File: src/rtl/bdasc_pkg.sv
package bdasc_pkg;

  // payload widths fixed by the channel format
  localparam int unsigned VALUE_BITS = 32;
  localparam int unsigned CHAR_BITS  = 6;

  // operand width used for conversion (at most VALUE_BITS)
  localparam int unsigned INPUT_BITS = 32;

  // decimal digits needed for INPUT_BITS, floor(bits * log10(2)) + 1
  localparam int unsigned DIGITS     = (INPUT_BITS * 301) / 1000 + 1;
  localparam int unsigned BCD_BITS   = 4 * DIGITS;

  localparam int unsigned BIT_CNT_BITS   = $clog2(INPUT_BITS + 1);
  localparam int unsigned DIGIT_CNT_BITS = $clog2(DIGITS + 1);

  localparam logic [CHAR_BITS-1:0] ASCII_ZERO = CHAR_BITS'(48);

  typedef enum logic [3:0] {
    ST_IDLE = 4'b0001,
    ST_CONV = 4'b0010,
    ST_SKIP = 4'b0100,
    ST_EMIT = 4'b1000
  } state_t;

endpackage

File: src/rtl/bdasc_if.sv
interface bdasc_in_if;
  logic                               valid;
  logic                               ready;
  logic [bdasc_pkg::VALUE_BITS-1:0]   value;

  modport source (output valid, output value, input ready);
  modport sink   (input valid, input value, output ready);
endinterface

interface bdasc_out_if;
  logic                               valid;
  logic                               ready;
  logic [bdasc_pkg::CHAR_BITS-1:0]    digit_char;
  logic                               last_digit;

  modport source (output valid, output digit_char, output last_digit, input ready);
  modport sink   (input valid, input digit_char, input last_digit, output ready);
endinterface

File: src/rtl/binary_to_decimal_ascii.sv
// binary to decimal ascii: one 32-bit value in, 1 to 10 digit characters out
// flow: the input item is taken in idle, then converted by the bit-serial
//   double-dabble loop (one bit per cycle), then the one-digit-per-cycle
//   leading-zero skip and emit shifter runs; emit holds while the consumer stalls,
//   and a new input item is taken only after the last digit has been taken
// reset: synchronous, active high; returns to idle and drops output valid
module binary_to_decimal_ascii (
  input  logic          clk,
  input  logic          rst,
  bdasc_in_if.sink      num,
  bdasc_out_if.source   chr
);

  localparam int unsigned IB  = bdasc_pkg::INPUT_BITS;
  localparam int unsigned BB  = bdasc_pkg::BCD_BITS;
  localparam int unsigned ND  = bdasc_pkg::DIGITS;
  localparam int unsigned CB  = bdasc_pkg::BIT_CNT_BITS;
  localparam int unsigned DB  = bdasc_pkg::DIGIT_CNT_BITS;

  bdasc_pkg::state_t state, state_next;

  // binary operand, shifted out msb first
  logic [IB-1:0] bin;
  // bcd accumulator, most significant digit at the top
  logic [BB-1:0] bcd;
  // bcd after the add-3 correction of every digit of 5 or more
  logic [BB-1:0] bcd_adj;
  // conversion bits still to go
  logic [CB-1:0] bit_cnt;
  // digits left in the bcd word, counting the one at the top
  logic [DB-1:0] dig_left;

  logic [3:0] top_digit;
  logic       in_take;
  logic       out_take;
  logic       last_one;

  assign in_take   = num.valid && num.ready;
  assign out_take  = chr.valid && chr.ready;
  assign top_digit = bcd[BB-1 -: 4];
  assign last_one  = (dig_left == DB'(1));

  // double-dabble correction, each digit on its own
  always_comb begin
    for (int i = 0; i < ND; i++) begin
      if (bcd[4*i +: 4] >= 4'd5) begin
        bcd_adj[4*i +: 4] = bcd[4*i +: 4] + 4'd3;
      end else begin
        bcd_adj[4*i +: 4] = bcd[4*i +: 4];
      end
    end
  end

  // control
  always_comb begin
    state_next = state;
    unique case (state)
      bdasc_pkg::ST_IDLE: begin
        if (in_take) state_next = bdasc_pkg::ST_CONV;
      end
      bdasc_pkg::ST_CONV: begin
        if (bit_cnt == CB'(1)) state_next = bdasc_pkg::ST_SKIP;
      end
      bdasc_pkg::ST_SKIP: begin
        // stop on the first nonzero digit, or keep the units digit
        if (top_digit != 4'd0 || last_one) state_next = bdasc_pkg::ST_EMIT;
      end
      bdasc_pkg::ST_EMIT: begin
        if (out_take && last_one) state_next = bdasc_pkg::ST_IDLE;
      end
      default: state_next = bdasc_pkg::ST_IDLE;
    endcase
  end

  always_ff @(posedge clk) begin
    if (rst) begin
      state <= bdasc_pkg::ST_IDLE;
    end else begin
      state <= state_next;
    end
  end

  // datapath
  always_ff @(posedge clk) begin
    unique case (state)
      bdasc_pkg::ST_IDLE: begin
        if (in_take) begin
          bin     <= num.value[IB-1:0];
          bcd     <= '0;
          bit_cnt <= CB'(IB);
        end
      end
      bdasc_pkg::ST_CONV: begin
        // shift one binary bit into the corrected bcd word
        bcd      <= {bcd_adj[BB-2:0], bin[IB-1]};
        bin      <= {bin[IB-2:0], 1'b0};
        bit_cnt  <= bit_cnt - CB'(1);
        dig_left <= DB'(ND);
      end
      bdasc_pkg::ST_SKIP: begin
        // drop one leading zero per cycle
        if (top_digit == 4'd0 && !last_one) begin
          bcd      <= {bcd[BB-5:0], 4'd0};
          dig_left <= dig_left - DB'(1);
        end
      end
      bdasc_pkg::ST_EMIT: begin
        if (out_take) begin
          bcd      <= {bcd[BB-5:0], 4'd0};
          dig_left <= dig_left - DB'(1);
        end
      end
      default: begin
      end
    endcase
  end

  assign num.ready      = (state == bdasc_pkg::ST_IDLE);
  assign chr.valid      = (state == bdasc_pkg::ST_EMIT);
  assign chr.digit_char = {{(bdasc_pkg::CHAR_BITS-4){1'b0}}, top_digit} + bdasc_pkg::ASCII_ZERO;
  assign chr.last_digit = last_one;

endmodule

File: src/flat_wrapper.sv
// flat-port wrapper written by rule: the top's interface ports become plain ports
module binary_to_decimal_ascii_flat 
  (clk, rst, num_valid, num_value, num_ready, chr_valid, chr_digit_char, chr_last_digit, chr_ready);
  bdasc_in_if num_i ();
  bdasc_out_if chr_i ();
  input  logic clk;
  input  logic rst;
  input wire logic [$bits(num_i.valid)-1:0] num_valid;
  input wire logic [$bits(num_i.value)-1:0] num_value;
  output wire logic [$bits(num_i.ready)-1:0] num_ready;
  output wire logic [$bits(chr_i.valid)-1:0] chr_valid;
  output wire logic [$bits(chr_i.digit_char)-1:0] chr_digit_char;
  output wire logic [$bits(chr_i.last_digit)-1:0] chr_last_digit;
  input wire logic [$bits(chr_i.ready)-1:0] chr_ready;
  assign num_i.valid = num_valid;
  assign num_i.value = num_value;
  assign num_ready = num_i.ready;
  assign chr_valid = chr_i.valid;
  assign chr_digit_char = chr_i.digit_char;
  assign chr_last_digit = chr_i.last_digit;
  assign chr_i.ready = chr_ready;
  binary_to_decimal_ascii u_core (.clk(clk), .rst(rst), .num(num_i), .chr(chr_i));
endmodule
File: config.mk
export PLATFORM = sky130hd
export DESIGN_NAME = binary_to_decimal_ascii_flat
export DESIGN_NICKNAME = d
export VERILOG_FILES = /design/src/rtl/bdasc_pkg.sv /design/src/rtl/bdasc_if.sv /design/src/rtl/binary_to_decimal_ascii.sv /design/src/flat_wrapper.sv
export SDC_FILE = /design/constraint.sdc
export NUM_CORES = 1
export LEC_CHECK = 0
export BUFFER_PORTS_ARGS = -buffer_cell sky130_fd_sc_hd__buf_2
export CORE_ASPECT_RATIO = 0.6
export CORE_UTILIZATION = 64
export DETAILED_ROUTE_END_ITERATION = 7
export GPL_TIMING_DRIVEN = 0
export PLACE_DENSITY = 0.83
export SETUP_SLACK_MARGIN = 0.5
export SYNTH_ARGS = -nofsm -noshare
export SYNTH_HDL_FRONTEND = slang
export SYNTH_SLANG_ARGS = --single-unit
File: constraint.sdc
create_clock -name clk -period 7.3 [get_ports clk]
set_input_delay 0.365 -clock clk [delete_from_list [all_inputs] [get_ports clk]]
set_output_delay 0.365 -clock clk [all_outputs]
set_load 0.02 [all_outputs]
[Word-level counts from Yosys, hierarchy flattened]
Cells that the tools add are included.
Storage, ports and cells
  output and inout bits: 9
  bits in registers: 86
  latch bits: 0
  RAM bits: 0
  logic and storage cells: 81
  memories kept: 0
  input bits: 36
  memory bits (read-only): 0
Operators by class
  reductions and logical operators: 15
  shift operators: 0
  mux-type cells: 26
  multipliers: 0
  bitwise gates (word level): 0
  eq/ne operators: 12
  $add $sub $neg: 13
  order comparisons: 10
  div/mod/pow operators: 0
Operator list (number)
  $pmux 40 s4: 1
  $mux 40: 3
  $pmux 32 s2: 1
  $mux 4: 15
  $ge 4x3->1 const B: 10
  $add 4x2->4 const B: 9
  $mux 32: 1
  $pmux 4 s4: 1
  $pmux 4 s3: 1
  $pmux 6 s2: 1
  $eq 4x1->1 const B: 2
  $reduce_and 4->1: 2
  $reduce_bool 4->1: 2
  $add 5x5->6 const B: 1
  $eq 6x1->1 const B: 1
  $mux 6: 1
  $ne 2x1->1 const B: 3
  $ne 2x2->1 const B: 3
  $sub 6x1->6 const B: 1
  $eq 4x2->1 const B: 1
  $eq 4x3->1 const B: 1
  $eq 4x4->1 const B: 1
  $logic_and 1x1->1: 4
  $logic_not 4->1: 1
  9 further kinds: 9

[Logic depth before layout (Yosys ltp)]
Gate-level depths: netlist of run 1.
  depth after elaboration: 5
  gate-level depth with buffers: 7
  mapped depth without buffers: 6

[Least setup slack after synthesis of run 1]
Ideal clock, no wire load.
  path type: reg-to-reg
  from: reg u_core.state[3]
  to: reg u_core.bcd[0], enable pin
  data required time: 6802 ps
  slack: 2232 ps
  arrival: 4570 ps
  cell stages (with the launch flop): 6
  period minus slack after synthesis: 5068 ps
  buffers on the path: 1
  setup time: 498 ps
  cells stage by stage: dfxtp_1 -> buf_2 -> nor4b_1 -> nand2_1 -> o31a_1 -> a21boi_0
On the way
  longest elaborated chain between the ends: 4
  elaborated cells between the ends (all ways): 11
  those cells by class: 7 x eq/ne; 4 x reduce/logical
RTL lines
  start: declaration: RTL line binary_to_decimal_ascii.sv:20  | bdasc_pkg::state_t state, state_next;
  start signal: assignment: RTL line binary_to_decimal_ascii.sv:77  | state <= bdasc_pkg::ST_IDLE;
  start signal: assignment: RTL line binary_to_decimal_ascii.sv:79  | state <= state_next;
  $eq 4x1->1 (*): RTL line binary_to_decimal_ascii.sv:118  | assign num.ready = (state == bdasc_pkg::ST_IDLE);
  via num_ready: RTL line flat_wrapper.sv:10  | output wire logic [$bits(num_i.ready)-1:0] num_ready;
  $logic_and 1x1->1: RTL line binary_to_decimal_ascii.sv:38  | assign in_take = num.valid && num.ready;
  $ne 2x2->1 (no line)
  $reduce_and 4->1 (no line) (*)
  end signal: assignment: RTL line binary_to_decimal_ascii.sv:95  | bcd <= {bcd_adj[BB-2:0], bin[IB-1]};
  end signal: assignment: RTL line binary_to_decimal_ascii.sv:103  | bcd <= {bcd[BB-5:0], 4'd0};
  end signal: assignment: RTL line binary_to_decimal_ascii.sv:109  | bcd <= {bcd[BB-5:0], 4'd0};
  end: declaration: RTL line binary_to_decimal_ascii.sv:25  | logic [BB-1:0] bcd;
Mark *: on every way through the listed nets, which the timed path passes. The rest lies on a longest branch.
A chain may end at the register's enable or synchronous reset.

[Final worst setup path of run 1]
  from: reg u_core.dig_left[0]
  to: reg u_core.bcd[8], enable pin
On the way
  longest elaborated chain between the ends: 5
RTL lines
  start: declaration: RTL line binary_to_decimal_ascii.sv:31  | logic [DB-1:0] dig_left;
  start signal: assignment: RTL line binary_to_decimal_ascii.sv:98  | dig_left <= DB'(ND);
  start signal: assignment: RTL line binary_to_decimal_ascii.sv:104  | dig_left <= dig_left - DB'(1);
  start signal: assignment: RTL line binary_to_decimal_ascii.sv:110  | dig_left <= dig_left - DB'(1);
  $eq 4x1->1: RTL line binary_to_decimal_ascii.sv:41  | assign last_one = (dig_left == DB'(1));
  $logic_not 1->1: RTL line binary_to_decimal_ascii.sv:102  | if (top_digit == 4'd0 && !last_one) begin
  $logic_and 1x1->1: RTL line binary_to_decimal_ascii.sv:102
  $ne 2x1->1 (no line)
  $reduce_and 4->1 (no line)
Every way passes these cells.

==> results of run 1 <==
[metal layers]
| metal | vias to the layer above | wire length (µm) |
|---|---|---|
| li1 | 1721 | - |
| met1 | 1658 | 4755 |
| met2 | 140 | 4570 |
| met3 | 14 | 700 |
| met4 | 0 | 136 |
| met5 | - | 0 |
[cell usage in the layout (no fill, tap or decap), drive strengths merged, types with 5 or more instances in the layout]
| cell type | synthesis | final |
|---|---|---|
| nand2 | 134 | 134 |
| edfxtp | 82 | 82 |
| nand3 | 5 | 5 |
| inv | 24 | 25 |
| a21oi | 26 | 26 |
| xnor2 | 16 | 16 |
| a22o | 6 | 6 |
| xor2 | 6 | 6 |
| nand2b | 12 | 12 |
| nor3 | 5 | 5 |
| nor2 | 10 | 10 |
| mux2i | 6 | 6 |
| ha | 25 | 25 |
| nor3b | 13 | 13 |
| buf | 19 | 62 |
| clkbuf | 7 | 16 |
| o21ai | 29 | 29 |
[registers in the layout (all words and copies together) (netlist names)]
register and flops:
u_core.bcd 40, u_core.bin 32, u_core.bit_cnt 6, u_core.dig_left 4, u_core.state 4
[how the worst min path moves through the flow]
stage / endpoint / slack (ns)
after detailed placement: u_core.bin[28]$_DFFE_PP_ / 0.49
after CTS: u_core.state[1]$_SDFFE_PP0P_ / 0.23
final: u_core.state[3]$_SDFFE_PP0P_ / 0.24
after global routing: u_core.state[2]$_SDFFE_PP0P_ / 0.24
after global placement: u_core.bin[6]$_DFFE_PP_ / 0.49
after floorplan: u_core.state[1]$_SDFFE_PP0P_ / 0.43
[cells by family (layout without fill, tap and decap cells)]
family	Yosys count	after routing	synth area share, %
simple gates	195	195	18.71
flops	86	86	53.61
compound gates	81	81	10.45
buf+inv	50	109	5.224
fa+ha+maj	25	25	6.596
xor+xnor	22	22	4.063
mux	6	6	1.267
other cells	1	2	0.07908
[power groups by stage]
| stage | registers [mW] | logic [mW] | clock network (mW) |
|---|---|---|---|
| CTS | 0.609 | 0.140 | 0.461 |
| global placement | 0.620 | 0.127 | 0 |
| detailed placement | 0.619 | 0.138 | 0 |
| floorplan | 0.613 | 0.0985 | 0 |
| global route | 0.614 | 0.156 | 0.475 |
| finish | 0.610 | 0.141 | 0.456 |
[through the flow]
stage | std cells | total power [mW] | area [µm²] | hold slack [ns] | setup WS [ns]
after floorplan | 467 | 0.7118 | 4746 | 0.4341 | 2.232
after global placement | 596 | 0.7474 | 5065 | 0.4867 | 1.013
after detailed placement | 597 | 0.7567 | 5099 | 0.4913 | 4.634
after CTS | 613 | 1.210 | 5396 | 0.2265 | 4.622
after global routing | 613 | 1.244 | 5396 | 0.2375 | 4.451
final | 613 | 1.206 | 5396 | 0.2410 | 4.637
[worst max-delay path, cell delays in order (launching register included)]
cell and delay, ns:
edfxtp_1 0.46, ha_1 0.24, nor3b_1 0.16, nor4b_1 0.53, nand2b_1 0.21, a21boi_4 0.49
buf_12 0.26
[area by class of cell]
cell class	count	area, µm²
Multi-Input combinational cell	331	1969
Sequential cell	86	2542
Tap cell	87	108.9
Clock inverter	7	72.57
Timing Repair Buffer	43	230.2
Clock buffer	9	225.2
Fill cell	435	1510
Inverter	24	90.09
Buffer	26	157.7
==> impl_metrics.toml, run 1 <==
[outcome]
outcome = "finished, final reports clean"

[sta]
post-route-period-util_pct = 36.48
fin_worst_skew_ns = 0.008506
rsz0062_at_grt = "false"
fin_tns_setup_ns = 0
final-hold-violation-count = 0
fmax_mhz = 375.6
setup_viol = 0
worstMarginPinSlew_ns = 0.8885
slew_headroom_pct = 40.56
maxSlewViolCount = 0
period_minus_slack_ns = 2.663

[synthesis]
synth_area_leader_cell = "edfxtp_1"
ys_seq_area_share_pct = 53.61
synth_area_leaders = "edfxtp_1, nand2_1, ha_1"
synth_top_area_share_pct = 51.93
yosysMostFrequentCell = "nand2_1"
synth_edf_count = 82
syn_area_mm2 = 0.004742
avgSynthCellArea_um2 = 10.18
synth_ff_type = "edfxtp_1"
synth_common_cells = "nand2_1, edfxtp_1, o21ai_0"
synth_cell_types = 39
async_reset_ff_share_pct = 0
yosys_warnings = 0
syn_inst = 466
synth-seq-cells = 86

[final_layout]
final_layout_size_suffix_gt1_share_pct = 15.78
final_util_pct = 78.13
fin_nets = 582
diodes = 0
syn2layout_area_growth_pct = 13.80

[place]
place.gp.congestion = 0.8889
portBuffers = 42
dpl.hpwl_um = 7036

[global_routing]
grt_pass1_vias = 3278
use_met2_pct = 43.87
antenna_found_initial = 0
grt_use_total_pct = 27.62
grt_busiest_layer = "met2"
gr-usage-met3_pct = 7.255
gr-usage-met1_pct = 37.55
grt_max_degree = 39
overflow = 0
grt_pass1_wl_um = 15840

[worst_setup_path]
required_ns = 7.34
setup.worst_path.start_class = "flop"
path_class = "flop to flop"
rr_endpoint = "u_core.bcd[8]$_DFFE_PP_"
r2r_start = "u_core.dig_left[0]$_SDFFCE_PP0P_"
cp-end-kind = "flop"
cp.arrival_ns = 2.70
reg2reg_depth = 6
r2r_slack_ns = 4.64
cp-startpoint = "u_core.dig_left[0]$_SDFFCE_PP0P_"
critPathMaxFanout = 27
cp-endpoint = "u_core.bcd[8]$_DFFE_PP_"

[cts]
clockRootBuffer = "clkbuf_16"
ctsHtreeMaxLevel = 3
cts.clk_slew.worst_paths_ns = 0.07
numClockSinks = 86
cts.repair.resized = 0
cts_tree = "done"
clkLatencyLatePin_ns = 0.34
cts_hold_buf = 0
cts_setup_buffers = 0
cts_buffers = 9
clockBufferDepth = 2

[power_and_ir_drop]
leakage_nw = 2.153
p_switching_mw = 0.3009
clkPwrFrac_pct = 37.8
p_seq_share_pct = 50.6
p_int_mw = 0.9055
pwr-share-comb_pct = 11.7
swShare_pct = 24.94
ir_drop_mv = 0.1605
p_per_area_mw_per_mm2 = 223.5

[worst_hold_path]
hold_class = "input pin to flop"
holdPathStages = 2
holdCritStartpoint = "rst"

[detailed_routing]
avgViaCountPerCell = 5.763
postRouteAntennaNets = 0
drtIter0Drc = 312
dr_total_vias = 3533
wire_per_inst_um = 16.58
drc = 0
wirelength_um = 10160
dr.pass1.iters = 5

[floorplanning]
io_pins = 45
num_rows = 23
die_area_mm2 = 0.007769
die_w_um = 113.1
core_area_mm2 = 0.006907
initial_core_util_pct = 68.66
die-height_um = 68.68

[job]
max-cap-violations = 0
Note: power is estimated with default switching activity, not from simulation.
==> inputs of run 2 (changes only) <==
CORE_UTILIZATION = 54   (was 64)
PLACE_DENSITY = 0.75   (was 0.83)
clock period = 2.2 ns   (was 7.3 ns; I/O delays follow)
==> run 2 against run 1 <==
Global-route usage decreased by 1.7 points. Worst setup slack got worse by 4.3 ns. Clock-buffer cell count unchanged. Wire length rose by 20%. Sequential share of layout area shrank 6.4 points. Cell count rose by 10%.
==> impl_metrics.toml, run 2 (synthesis results as in run 1) <==
[place]
pre_cts_slack_ns = -0.5971
portBuffers = 42
placed_cell_area_mm2 = 0.005164
place.gp.congestion = 0.8075
dpl.hpwl_um = 6764

[final_layout]
fin_nets = 618
regMostFlops = "u_core.bcd"
largest_reg_flops = 40
diodes = 0
syn2layout_area_growth_pct = 31.72
final_area_mm2 = 0.006246
final_layout_size_suffix_gt1_share_pct = 28.47
final_common_cell = "nand2_1"
largestRegisters = "u_core.bcd x40, u_core.bin x32, u_core.bit_cnt x6"
layout_common_cells = "nand2_1, edfxtp_1, buf_2"

[power_and_ir_drop]
ir_drop_mv = 0.4824
p_per_area_mw_per_mm2 = 698.4
leakage_nw = 2.541

[worst_setup_path]
required_ns = 2.26
cp.arrival_ns = 1.97
cp-end-kind = "flop"
r2r_slack_ns = 0.29
critPathMaxFanout = 8
setup.worst_path.start_class = "flop"
path_class = "flop to flop"

[detailed_routing]
dr_total_vias = 3861
avgViaCountPerCell = 5.728
postRouteAntennaNets = 0
dr.pass1.iters = 5
wirelength_um = 12170
drc = 0
wire_per_inst_um = 18.05
drtIter0Drc = 437

[cts]
cts_tree = "done"
ctsHtreeMaxLevel = 3
clkLatencyLatePin_ns = 0.34
numClockSinks = 86
clockBufferDepth = 2
cts.clk_slew.worst_paths_ns = 0.07
cts_buffers = 9
clockRootBuffer = "clkbuf_16"

[global_routing]
overflow = 0
grt_pass1_vias = 3440
antenna_found_initial = 0
grt_busiest_layer = "met2"
use_met2_pct = 39.51
gr-usage-met1_pct = 36.48
gr-usage-met3_pct = 7.132
grt_pass1_wl_um = 17410
grt_use_total_pct = 25.94
grt_max_degree = 16

[floorplanning]
die_w_um = 123.0
num_rows = 26
core_area_mm2 = 0.008523
die-height_um = 74.59
die_area_mm2 = 0.009172
initial_core_util_pct = 55.64
io_pins = 45

[sta]
setup_viol = 0
final-hold-violation-count = 0
period_minus_slack_ns = 1.911
worst_slack_ns = 0.2886
maxSlewViolCount = 0
hold_slack_ns = 0.03636
fmax_mhz = 523.2
post-route-period-util_pct = 86.88
fin_worst_skew_ns = 0.006950
fin_tns_setup_ns = 0
rsz0062_at_grt = "true"

[worst_hold_path]
hold_class = "input pin to flop"

[outcome]
outcome = "finished, final reports clean"

[job]
max-cap-violations = 0
==> run 2: changes by cell type in the layout (fill, tap and decap cells not counted), moves of 5 or more <==
cell / change
a21oi_1: -10
a21oi_2: +5
a21oi_4: +5
buf_12: +5
buf_2: -5
buf_4: +23
clkbuf_1: -7
nand2_8: +8
o21ai_0: -8
o21ai_1: +7
==> run 2: critical path, cell delays in order, from the launching register on <==
cell and delay [ns]:
edfxtp_1 0.41, ha_2 0.18, nor3b_4 0.16, nor4b_4 0.25, nand2b_4 0.23, a21boi_4 0.23, buf_12 0.15
==> run 2: worst paths after layout <==
kind         cells past startpoint                              from                       end
max                              6  u_core.dig_left[0]$_SDFFCE_PP0P_   u_core.bcd[1]$_DFFE_PP_
min                              3                     num_value[29]  u_core.bin[29]$_DFFE_PP_
max reg2reg                      6  u_core.dig_left[0]$_SDFFCE_PP0P_   u_core.bcd[1]$_DFFE_PP_
min reg2reg                      2          u_core.bin[29]$_DFFE_PP_  u_core.bin[30]$_DFFE_PP_
==> run 2: layer usage <==
layer | vias up | wire length, µm
li1 | 1805 | -
met1 | 1887 | 5674
met2 | 146 | 5412
met3 | 23 | 895
met4 | 0 | 186
met5 | - | 0
==> run 2: what timing repair did <==
item,in CTS,in global routing
setup endpoints to repair,152,154
cloned,7,7
pin swaps,6,7
hold buffers,1,0
setup buffers,11,11
hold endpoints to repair,3,0
resized for setup,44,51
==> run 2: layout make-up <==
class | instances | area (µm²)
Timing Repair Buffer | 69 | 490.5
Sequential cell | 86 | 2544
Clock buffer | 9 | 225.2
Inverter | 24 | 90.09
Fill cell | 531 | 2277
Multi-Input combinational cell | 341 | 2419
Buffer | 26 | 241.5
Tap cell | 112 | 140.1
Clock inverter | 7 | 96.34
==> run 2: where the power goes <==
part | switching (mW) | leakage (nW) | total, mW | internal, mW
Combinational | 0.368 | 1.55 | 0.666 | 0.299
Clock | 0.663 | 0.160 | 1.66 | 1.00
Sequential | 0.0956 | 0.828 | 2.03 | 1.94
==> run 2: through the flow <==
stage                     cells  utilization [%]  total power, mW
final                       674            73.28            4.362
after global routing        674            73.28            4.508
after CTS                   656            69.35            4.269
after detailed placement    621            60.58            2.510
after global placement      621            60.58            2.481
after floorplan             467                -            2.365
==> inputs of run 3 (changes only) <==
CORE_UTILIZATION = 60   (was 54)
GPL_TIMING_DRIVEN = unset   (was 0)
PLACE_DENSITY = 0.79   (was 0.75)
clock period = 2.1 ns   (was 2.2 ns; I/O delays follow)
==> run 3 against run 2 <==
Sequential power is 6% higher. Wire length is 25% higher. Cell count is 0.74% lower. Total power is 8.2% higher. Combinational power is 28% higher. Critical path depth is 2 higher. Global-route usage is 0.21 points higher. Sequential cell count stayed put. Utilization is 15 points higher. Sequential share of layout area is 1.9 points lower. Critical path type unchanged. Largest cell class unchanged.
==> impl_metrics.toml, run 3 (synthesis results as in run 1) <==
[outcome]
outcome = "finished, final reports clean"

[final_layout]
final_layout_size_suffix_gt1_share_pct = 38.58
largestRegisters = "u_core.bcd x40, u_core.bin x32, u_core.bit_cnt x6"
largest_reg_flops = 40
fill_cells = 315
final_common_cell = "nand2_1"
layout_common_cells = "nand2_1, edfxtp_1, buf_2"
regMostFlops = "u_core.bcd"
final_util_pct = 88.12
diodes = 0
syn2layout_area_growth_pct = 38.39
fin_nets = 621

[worst_setup_path]
cp_cell_sequence = "inv_2 > ha_2 > nor3b_4 > nor4b_4 > nand2b_4 > a21boi_4 > buf_12 > buf_12"
cp-end-kind = "flop"
setup.worst_path.start_class = "flop"
required_ns = 2.17
critPathMaxFanout = 10
reg2reg_depth = 8
cpMaxStageDelayCell = "edfxtp_1"
cpMostUsedCell = "buf_12"
cp_top_family = "simple AND/OR/NAND/NOR gates"
path_class = "flop to flop"
path_depth = 8
cp-startpoint = "u_core.dig_left[1]$_SDFFCE_PP1P_"
cpPeakStageDelay_ns = 0.37
crit_buf_inv = 3
cp.arrival_ns = 2.14
r2r_start = "u_core.dig_left[1]$_SDFFCE_PP1P_"

[detailed_routing]
dr.pass1.iters = 8
drtIter0Drc = 715
wire_per_inst_um = 22.82
avgViaCountPerCell = 6.401
dr_total_vias = 4282
drc = 0
postRouteAntennaNets = 0
wirelength_um = 15270

[cts]
cts.clk_slew.worst_paths_ns = 0.06
numClockSinks = 86
clockBufferDepth = 2
clockRootBuffer = "clkbuf_16"
cts_buffers = 9
cts_tree = "done"
clkLatencyLatePin_ns = 0.36
ctsHtreeMaxLevel = 3

[job]
max-cap-violations = 0

[floorplanning]
die_area_mm2 = 0.008274
initial_core_util_pct = 63.68
die-height_um = 70.86
io_pins = 45
die_w_um = 116.8
num_rows = 24
core_area_mm2 = 0.007447

[place]
place.gp.congestion = 0.7830
dpl.hpwl_um = 6205
portBuffers = 42

[sta]
fmax_mhz = 481.8
final-hold-violation-count = 0
fin_worst_skew_ns = 0.01374
period_minus_slack_ns = 2.076
maxSlewViolCount = 0
setup_viol = 0
hold_slack_ns = 0.01916
rsz0062_at_grt = "true"
post-route-period-util_pct = 98.84

[worst_hold_path]
holdPathStages = 3
holdCritStartpoint = "num_value[15]"
hold_class = "input pin to flop"

[global_routing]
antenna_found_initial = 0
grt_pass1_vias = 3337
grt_pass1_wl_um = 16330
overflow = 0
grt_use_total_pct = 26.16
grt_max_degree = 41

[power_and_ir_drop]
ir_drop_mv = 0.7980
p_per_area_mw_per_mm2 = 719.1
leakage_nw = 2.597
run 3: area by class of cell:
class                   count  area, µm²  share of cell area (%)
repair buffers            108       1064                   16.21
multi-input cells         331       2422                   36.91
inverters                  24      90.09                   1.373
clock inverters             5      73.82                   1.125
well taps                 104      130.1                   1.983
clock buffers              11      232.7                   3.546
flip-flops and latches     86       2550                   38.86
run 3: layer usage:
layer / vias to the layer above / track usage (%) / routed length [µm]
met5: - / 0 / 0
met4: 0 / 7.314 / 737
met3: 87 / 5.913 / 1773
met2: 378 / 39.78 / 6999
met1: 2011 / 38.04 / 5757
li1: 1806 / - / -
run 3: worst register-to-register path, cell delays in order, from the launching register on:
cell,delay (ns)
edfxtp_1,0.37
inv_2,0.05
ha_2,0.17
nor3b_4,0.15
nor4b_4,0.28
nand2b_4,0.21
a21boi_4,0.22
buf_12,0.17
buf_12,0.15
run 3: final timing paths:
kind	slack, ns	to
worst max register to register	0.02	u_core.bcd[20]$_DFFE_PP_
worst min register to register	0.51	u_core.bin[27]$_DFFE_PP_
worst max-delay path	0.02	u_core.bcd[20]$_DFFE_PP_
worst min-delay path	0.02	u_core.bin[15]$_DFFE_PP_
run 3: per-stage QoR:
step,TNS [ns],power [mW],area (µm²),worst slack [ns],std cells
after floorplan,-10.72,2.478,4813,-0.2679,467
after global placement,0,2.607,5169,0.1016,600
after detailed placement,0,2.633,5169,0.03451,600
after CTS,0,4.331,5733,0.1360,633
after global routing,-0.3563,4.825,6563,-0.01498,669
final,0,4.719,6563,0.02444,669
run 3: report_power, final:
part / internal (mW) / switching [mW]
logic: 0.411 / 0.441
registers: 2.03 / 0.123
clock network: 1.04 / 0.678
run 3: timing repair:
action,4_1_cts,5_1_grt
buffers inserted,14,21
hold endpoints to repair,3,0
gates cloned,2,15
pin swaps,9,36
hold buffers,1,0
gates resized for setup,31,94
endpoints found under the setup margin,159,134
